===== src/rtl/gmac_pkg.sv =====
// ----------------------------------------------------------------------------
// gmac_pkg: shared types and constants for the GF(2^128) batched MAC check
// Field width, reduction constant, register indices, multiplier request/response and sequencer states.
// ----------------------------------------------------------------------------
package gmac_pkg;

  localparam int unsigned FieldWidth = 128;
  localparam int unsigned HalfWidth  = 64;
  localparam int unsigned RegIdxWidth = 1;

  localparam logic [RegIdxWidth-1:0] RegKeyLow  = 1'b0;
  localparam logic [RegIdxWidth-1:0] RegKeyHigh = 1'b1;

  // x^128 = x^7 + x^2 + x + 1
  localparam logic [FieldWidth-1:0] ReducePoly = 128'h87;

  typedef logic [FieldWidth-1:0] gf_elem_t;

  typedef enum logic [1:0] {
    ST_IDLE,
    ST_DATA,
    ST_TAG,
    ST_KEY
  } seq_state_t;

  typedef struct packed {
    logic     start;
    gf_elem_t mult_a;
    gf_elem_t mult_b;
  } mul_req_t;

  typedef struct packed {
    logic     done;
    gf_elem_t product;
  } mul_rsp_t;

endpackage


===== src/rtl/gmac_cell.sv =====
// ----------------------------------------------------------------------------
// gmac_cell: one Horner step of the GF(2^128) multiplier
// Shift the partial product one place, reduce, and add a when the b bit is set.
// ----------------------------------------------------------------------------
module gmac_cell (
  input  gmac_pkg::gf_elem_t acc_in,
  input  gmac_pkg::gf_elem_t mult_a,
  input  logic               b_bit,
  output gmac_pkg::gf_elem_t acc_out
);
  import gmac_pkg::*;

  gf_elem_t shifted;

  always_comb begin
    shifted = {acc_in[FieldWidth-2:0], 1'b0};
    if (acc_in[FieldWidth-1]) begin
      shifted = shifted ^ ReducePoly;
    end
    acc_out = b_bit ? (shifted ^ mult_a) : shifted;
  end

endmodule


===== src/rtl/gmac_mul.sv =====
// ----------------------------------------------------------------------------
// gmac_mul: GF(2^128) multiplier built as a chain of Horner cells
// CellsPerCycle cells in a row consume that many b bits per clock while a pass is busy.
// ----------------------------------------------------------------------------
module gmac_mul #(
  parameter int unsigned CellsPerCycle = 8
) (
  input  logic               clk,
  input  logic               rst,
  input  gmac_pkg::mul_req_t req,
  output gmac_pkg::mul_rsp_t rsp
);
  import gmac_pkg::*;

  localparam int unsigned Steps    = FieldWidth / CellsPerCycle;
  localparam int unsigned CntWidth = $clog2(Steps + 1);

  gf_elem_t             acc;
  gf_elem_t             a_hold;
  gf_elem_t             b_hold;
  logic [CntWidth-1:0]  count;
  logic                 busy;
  logic                 done;
  gf_elem_t             chain [CellsPerCycle+1];

  assign chain[0] = acc;

  for (genvar g = 0; g < CellsPerCycle; g++) begin : g_cell
    gmac_cell u_cell (
      .acc_in (chain[g]),
      .mult_a (a_hold),
      .b_bit  (b_hold[FieldWidth-1-g]),
      .acc_out(chain[g+1])
    );
  end

  always_ff @(posedge clk) begin
    if (rst) begin
      busy  <= 1'b0;
      count <= '0;
      done  <= 1'b0;
    end else begin
      done <= 1'b0;
      if (req.start) begin
        busy  <= 1'b1;
        count <= CntWidth'(Steps);
      end else if (busy) begin
        count <= count - 1'b1;
        if (count == CntWidth'(1)) begin
          busy <= 1'b0;
          done <= 1'b1;
        end
      end
    end
  end

  always_ff @(posedge clk) begin
    if (req.start) begin
      acc    <= '0;
      a_hold <= req.mult_a;
      b_hold <= req.mult_b;
    end else if (busy) begin
      acc    <= chain[CellsPerCycle];
      b_hold <= b_hold << CellsPerCycle;
    end
  end

  assign rsp = '{done: done, product: acc};

endmodule


===== src/rtl/gf128_batched_mac_check_unit.sv =====
// ----------------------------------------------------------------------------
// gf128_batched_mac_check_unit: batched MAC check of two-party shares over GF(2^128)
// Joins shares, multiplies by the challenge, accumulates, and checks the key
// product against the accumulated tag on the last pair of a batch.
// ----------------------------------------------------------------------------
// Channel   Signals                                        Direction
// in        in_valid, in_stall, data/tag/challenge, last   consumer
// out       out_valid, out_stall, check_passed             producer
// cfg       cfg_we, cfg_index, cfg_data                    consumer
//
// One transaction takes 2 multiplier passes, plus a third on the last pair;
// each pass is started by the registered pending flag or by a done pulse, and
// the sequencer returns to idle once the final multiplier pass has completed.
// Reset clears the accumulators, key and control. in_stall is high while a
// transaction is in flight, or while a result waits and a last pair is offered;
// a held result does not block accumulation of the next non-last transaction.
// ----------------------------------------------------------------------------
module gf128_batched_mac_check_unit #(
  parameter int unsigned CellsPerCycle = 8
) (
  input  logic                                 clk,
  input  logic                                 rst,
  input  logic                                 cfg_we,
  input  logic [gmac_pkg::RegIdxWidth-1:0]     cfg_index,
  input  logic [gmac_pkg::HalfWidth-1:0]       cfg_data,
  input  logic                                 in_valid,
  output logic                                 in_stall,
  input  logic [gmac_pkg::HalfWidth-1:0]       data_a_low,
  input  logic [gmac_pkg::HalfWidth-1:0]       data_a_high,
  input  logic [gmac_pkg::HalfWidth-1:0]       tag_a_low,
  input  logic [gmac_pkg::HalfWidth-1:0]       tag_a_high,
  input  logic [gmac_pkg::HalfWidth-1:0]       data_b_low,
  input  logic [gmac_pkg::HalfWidth-1:0]       data_b_high,
  input  logic [gmac_pkg::HalfWidth-1:0]       tag_b_low,
  input  logic [gmac_pkg::HalfWidth-1:0]       tag_b_high,
  input  logic [gmac_pkg::HalfWidth-1:0]       challenge_low,
  input  logic [gmac_pkg::HalfWidth-1:0]       challenge_high,
  input  logic                                 last_pair,
  output logic                                 out_valid,
  input  logic                                 out_stall,
  output logic                                 check_passed
);
  import gmac_pkg::*;

  seq_state_t state, state_next;
  gf_elem_t   mac_key;
  gf_elem_t   data_acc;
  gf_elem_t   tag_acc;
  gf_elem_t   data_join;
  gf_elem_t   tag_join;
  gf_elem_t   challenge;
  logic       last_hold;
  logic       pending;
  mul_req_t   req;
  mul_rsp_t   rsp;
  logic       in_fire;

  assign in_fire  = in_valid && !in_stall;
  // a last transaction needs the output register free
  assign in_stall = (state != ST_IDLE) || req.start || (out_valid && last_pair);

  gmac_mul #(.CellsPerCycle(CellsPerCycle)) u_mul (
    .clk(clk), .rst(rst), .req(req), .rsp(rsp)
  );

  always_comb begin
    state_next = state;
    case (state)
      ST_IDLE: if (in_fire) state_next = ST_DATA;
      ST_DATA: if (rsp.done) state_next = ST_TAG;
      ST_TAG:  if (rsp.done) state_next = last_hold ? ST_KEY : ST_IDLE;
      ST_KEY:  if (rsp.done) state_next = ST_IDLE;
      default: state_next = ST_IDLE;
    endcase
  end

  always_comb begin
    req.start  = pending;
    req.mult_a = challenge;
    req.mult_b = data_join;
    case (state)
      ST_DATA: begin
        req.start = pending || rsp.done;
        if (!pending) begin
          req.mult_b = tag_join;
        end
      end
      ST_TAG: begin
        req.start  = rsp.done && last_hold;
        req.mult_a = mac_key;
        req.mult_b = data_acc;
      end
      default: begin
        req.start = pending;
      end
    endcase
  end

  always_ff @(posedge clk) begin
    if (rst) begin
      state     <= ST_IDLE;
      pending   <= 1'b0;
      mac_key   <= '0;
      data_acc  <= '0;
      tag_acc   <= '0;
      out_valid <= 1'b0;
    end else begin
      state   <= state_next;
      pending <= 1'b0;
      if (cfg_we) begin
        case (cfg_index)
          RegKeyLow:  mac_key[HalfWidth-1:0]          <= cfg_data;
          RegKeyHigh: mac_key[FieldWidth-1:HalfWidth] <= cfg_data;
          default:    mac_key <= mac_key;
        endcase
      end
      if (out_valid && !out_stall) begin
        out_valid <= 1'b0;
      end
      if (in_fire) begin
        pending <= 1'b1;
      end
      if (rsp.done) begin
        case (state)
          ST_DATA: data_acc <= data_acc ^ rsp.product;
          ST_TAG:  tag_acc  <= tag_acc ^ rsp.product;
          ST_KEY: begin
            out_valid    <= 1'b1;
            check_passed <= (rsp.product == tag_acc);
            data_acc     <= '0;
            tag_acc      <= '0;
          end
          default: data_acc <= data_acc;
        endcase
      end
    end
  end

  always_ff @(posedge clk) begin
    if (in_fire) begin
      data_join <= {data_a_high ^ data_b_high, data_a_low ^ data_b_low};
      tag_join  <= {tag_a_high ^ tag_b_high, tag_a_low ^ tag_b_low};
      challenge <= {challenge_high, challenge_low};
      last_hold <= last_pair;
    end
  end

endmodule


===== config.mk =====
export PLATFORM = sky130hd
export DESIGN_NAME = gf128_batched_mac_check_unit
export DESIGN_NICKNAME = d
export VERILOG_FILES = /design/src/rtl/gmac_pkg.sv /design/src/rtl/gmac_cell.sv /design/src/rtl/gmac_mul.sv /design/src/rtl/gf128_batched_mac_check_unit.sv
export SDC_FILE = /design/constraint.sdc
export NUM_CORES = 2
export LEC_CHECK = 0
export ABC_AREA = 0
export BUFFER_PORTS_ARGS = -buffer_cell sky130_fd_sc_hd__buf_2
export CORE_MARGIN = 2
export CORE_UTILIZATION = 60
export DETAILED_ROUTE_END_ITERATION = 7
export PLACE_DENSITY = 0.92
export SYNTH_ARGS = -nofsm -noshare
export SYNTH_HDL_FRONTEND = slang
export SYNTH_HIERARCHICAL = 1
export SYNTH_SLANG_ARGS = --single-unit

===== constraint.sdc =====
create_clock -name clk -period 26.4 [get_ports clk]
set_input_delay 3.96 -clock clk [delete_from_list [all_inputs] [get_ports clk]]
set_output_delay 3.96 -clock clk [all_outputs]
set_load 0.02 [all_outputs]

# After elaboration in Yosys (flattened, before gate mapping)
# Index checks and enable logic that the tools add are counted.
[totals] in_bits=711 elab_cells=116 register_bits=1165 out_inout_bits=3
[classes] mux=40 n_addsub=1 n_eq_ne=9 n_reduce_logical=22 bitwise=25
[op_table] operator="$mux W128" n=12
[op_table] operator="$xor A128 B128 Y128" n=10
[op_table] operator="$pmux W128 S2" n=3
[op_table] operator="$xor A64 B64 Y64" n=4
[op_table] operator="$eq A128 B128 Y1" n=1
[op_table] operator="$mux W8" n=8
[op_table] operator="$not A4 Y4" n=8
[op_table] operator="$mux W2" n=5
[op_table] operator="$mux W5" n=2
[op_table] operator="$mux W1" n=8
[op_table] operator="$pmux W2 S4" n=1
[op_table] operator="$reduce_and A2 Y1" n=4
[op_table] operator="$reduce_bool A2 Y1" n=4
[op_table] operator="$ne A2 B1 Y1 const B" n=3
[op_table] operator="$eq A5 B1 Y1 const B" n=1
[op_table] operator="$sub A5 B1 Y5 const B" n=1
[op_table] operator="$eq A2 B2 Y1 const B" n=2
[op_table] operator="$logic_and A1 B1 Y1" n=4
[op_table] operator="$reduce_and A4 Y1" n=1
[op_table] operator="$logic_or A1 B1 Y1" n=3
[op_table] operator="$not A1 Y1" n=3
[op_table] operator="$reduce_and A3 Y1" n=1
[op_table] operator="$reduce_or A3 Y1" n=1
[op_table] operator="$eq A2 B1 Y1 const B" n=1
[op_table] operator="other kinds (5)" n=6

# Logic depth before layout (Yosys ltp)
[depth] ltp_word=32 ltp_mapped=15 mapped_depth_nobuf=14

# Modules after synthesis
# Netlist, hierarchy kept.
[modules_own_cells] mod="gf128_batched_mac_check_unit" n_inst=1 area_per_inst_um2=33717.3 seq_area_each_um2=19358.6 cells_per_inst=3095
[modules_own_cells] mod="gmac_mul" n_inst=1 area_per_inst_um2=14936.8 seq_area_each_um2=10390.0 cells_per_inst=971
[modules_own_cells] mod="gmac_cell" n_inst=8 area_per_inst_um2=1781.7 seq_area_each_um2=0.0 cells_per_inst=273

# Worst setup path after synthesis
# Ideal clock, no wire load.
[synth_timing] kind="reg-to-reg" start="register state[0]" end="register challenge[0], enable pin" path_slack_ns=4.316 setup_ns=1.142 arrival_time_ns=20.941 path_buffers=1 stages_incl_launch_ff=8 required_time_ns=25.258 period_less_slack_ns=22.084 cell_sequence="dfxtp_1 > inv_1 > ha_1 > buf_2 > nand3_1 > a31oi_1 > nand3b_1 > nor2_1"
[synth_lines] element="start, declared" line="gf128_batched_mac_check_unit.sv:45" source="seq_state_t state, state_next;"
[synth_lines] element="start signal, assigned" line="gf128_batched_mac_check_unit.sv:108" source="state <= state_next;"
[synth_lines] element="end signal, assigned" line="gf128_batched_mac_check_unit.sv:143" source="challenge <= {challenge_high, challenge_low};"
[synth_lines] element="end, declared" line="gf128_batched_mac_check_unit.sv:51" source="gf_elem_t challenge;"

# Worst setup path after layout
[layout_timing] start="input port last_pair" end="output port in_stall"
[layout_between] elab_chain_cells=2
[layout_lines] element="start, declared" line="gf128_batched_mac_check_unit.sv:38" source="input logic last_pair,"
[layout_lines] element="$logic_and A1 B1 Y1" line="gf128_batched_mac_check_unit.sv:60" source="assign in_stall = (state != ST_IDLE) || req.start || (out_valid && last_pair);"
[layout_lines] element="$logic_or A1 B1 Y1" line="gf128_batched_mac_check_unit.sv:60"
[layout_lines] element="end, declared" line="gf128_batched_mac_check_unit.sv:27" source="output logic in_stall,"
# No other way between the ends.

==> metrics.yaml <==
worstPathCellList: "buf_2, nand2_1, nand3b_1, buf_2"
gp_congestion: 0.965
failed_checks: "DRC"
ys.flop_type: "edfxtp_1"
crit_arrival_ns: 4.53
drt_iter0_drc: 7089
synth-edff-count: 642
fmax_ghz: 0.118
worst_slew_pin_slew_ns: 1.23
syn_avg_cell_area_um2: 10.1
final_nets: 7382
die_w_um: 328
min_period_over_period: 0.322
hold_viol_final: 0
clock_path_buffers: 3
final_common_cell: "nand2_1"
synthCells: 6250
peakVddDrop_v: 0.0000869
crit_path_end_kind: "output port"
ys.warnings.count: 6
crit_type: "in2out"
clockRootBuffer: "clkbuf_16"
cp-start-kind: "input pin"
place_hpwl_um: 131000
clkSlewWorstSetupHoldPaths_ns: 0.07
holdCritPathClass: "reg2reg"
holdWs_ns: 0.453
finalSetupTns_ns: 0
crit_slowest_cell: "buf_2"
slew_violations: 0
grt_pass1_vias: 45900
r2r-start: "state[0]"
first_pass_iters: 8
drc: 44
ys_ff_latch: 1165
cp.required_ns: 22.44
ant_nets: 0
grt_pass1_wl_um: 279000
cp-endpoint: "in_stall"
dieArea_mm2: 0.107
antenna_found_initial: 32
drive_gt1_frac: 0.163
die_h_um: 328
dr_total_vias: 48000
syn_to_final_growth_pct: 10.8
grt_max_degree: 205
cpMostUsedCell: "buf_2"
crit_start: "last_pair"
globalRouteOverflowTotal: 0
start_util: 0.606
avgRoutedWirePerCell_um: 23.7
synth.cell_area_mm2: 0.0629
wl_um: 194000
io_buffers: 713
cap_violations: 0
final_cell_mix: "nand2_1 (1414), xnor2_1 (1154), buf_2 (712)"
clock_latency_ns: 0.75
grt_usage: 0.344
ys_seq_area_frac: 0.473
ys_async_sr_fraction: 0
timing.final.crit_period_ns: 8.49
r2r_slack_ns: 21.29
skew_ns: 0.0586
synth_cell_types: 42
cts_resized: 0
cts_hold_buf: 0
rsz0062_at_grt: "false"
crit_fanout: 3
ios: 714
avgViaCountPerCell: 5.87
num_rows: 118
timing.rr.end: "u_mul/b_hold[94]"
cts_tree: "done"
power_leakage_nw: 26.1
slew_headroom: 0.180
synth_nets: 6968
setup_violations: 0
worstRegToRegCells: 8
cts_made_buffers: 117
max_stage_delay_ns: 0.21
core_mm2: 0.104
clkSinkCount: 1165
cts_setup_buffers: 0
status: "finished with violations"
htreeDepth: 3
power_density_mw_per_mm2: 131
-- kinds of logic (layout without fill, tap and decap cells) --
family,after synthesis,count (layout),synth area share
mux,377,377,0.0649
flops,1165,1165,0.473
fa+ha+maj,7,7,0.00139
xor+xnor,1563,1563,0.218
other cells,0,24,0
compound gates,526,526,0.0523
buf+inv,604,1122,0.0601
simple gates,2008,2008,0.131
-- critical path, delay by kind of cell --
family | cells | cell delay (ns)
buffers and inverters | 2 | 0.31
AND/OR/NAND/NOR | 2 | 0.25
-- worst min-delay path by stage --
stage / from / endpoint / slack (ns) / cells past startpoint
after floorplan: mac_key[0] / mac_key[0] / 0.43 / 2
after global placement: mac_key[16] / mac_key[16] / 0.44 / 2
after detailed placement: mac_key[96] / mac_key[96] / 0.44 / 2
after CTS: mac_key[84] / mac_key[84] / 0.45 / 2
after global routing: mac_key[17] / mac_key[17] / 0.47 / 2
final: mac_key[18] / mac_key[18] / 0.45 / 2
-- state kept, by name, summed over array words and instances, names as in the netlist --
name,cells
challenge,128
data_acc,128
data_join,128
mac_key,128
tag_acc,128
tag_join,128
u_mul/a_hold,128
u_mul/acc,128
u_mul/b_hold,128
u_mul/count,5
state,2
check_passed,1
last_hold,1
out_valid,1
pending,1
u_mul/busy,1
u_mul/done,1
-- area by class of cell --
cell class / instances / area (µm²)
Fill cell: 7381 / 34100
Sequential cell: 1165 / 29800
Multi-Input combinational cell: 4481 / 29500
Timing Repair Buffer: 764 / 3980
Clock buffer: 149 / 3300
Tap cell: 1380 / 1730
Clock inverter: 74 / 895
Inverter: 135 / 507
Antenna cell: 24 / 60.1
-- routing by layer --
layer  vias to the layer above  track usage  routed length (µm)
li1                      21400            -                   -
met1                     22700        0.421               68200
met2                      3163        0.556               89700
met3                       751       0.0754               21100
met4                        10        0.217               14800
met5                         -            0                  69
-- metrics by stage --
step	util	cell area, µm²	setup slack (ns)	instances	total power (W)
floorplan	-	62900	4.32	6250	0.00659
global placement	0.631	65400	17.92	7925	0.00703
detailed placement	0.631	65400	17.92	7925	0.00717
CTS	0.671	69600	17.91	8148	0.00902
global route	0.671	69700	17.87	8164	0.00950
finish	0.672	69700	17.91	8172	0.00910
-- power by group --
part	switching, W	internal, W	total, W
logic	0.00231	0.00214	0.00444
clock network	0.000762	0.00104	0.00180
registers	0.000438	0.00242	0.00286
-- Yosys cell counts, drive strengths merged, types with 2 or more instances --
library cell | count | area share
nand3b | 129 | 0.015
ha | 7 | 0.0014
a31oi | 2 | 0.00020
nand2 | 1417 | 0.085
edfxtp | 642 | 0.31
xnor2 | 1154 | 0.16
mux2 | 249 | 0.045
o21ai | 131 | 0.010
a222oi | 128 | 0.020
a21oi | 261 | 0.021
nor4 | 8 | 0.00080
and2 | 10 | 0.00099
nor4b | 2 | 0.00048
clkbuf | 74 | 0.0044
nor2 | 394 | 0.024
buf | 395 | 0.048
nor3 | 5 | 0.00040
nand4 | 34 | 0.0034
nand2b | 2 | 0.00020
dfxtp | 523 | 0.17
xor2 | 409 | 0.057
mux2i | 128 | 0.020
inv | 134 | 0.0080
Power figures use the tool's default switching activity.
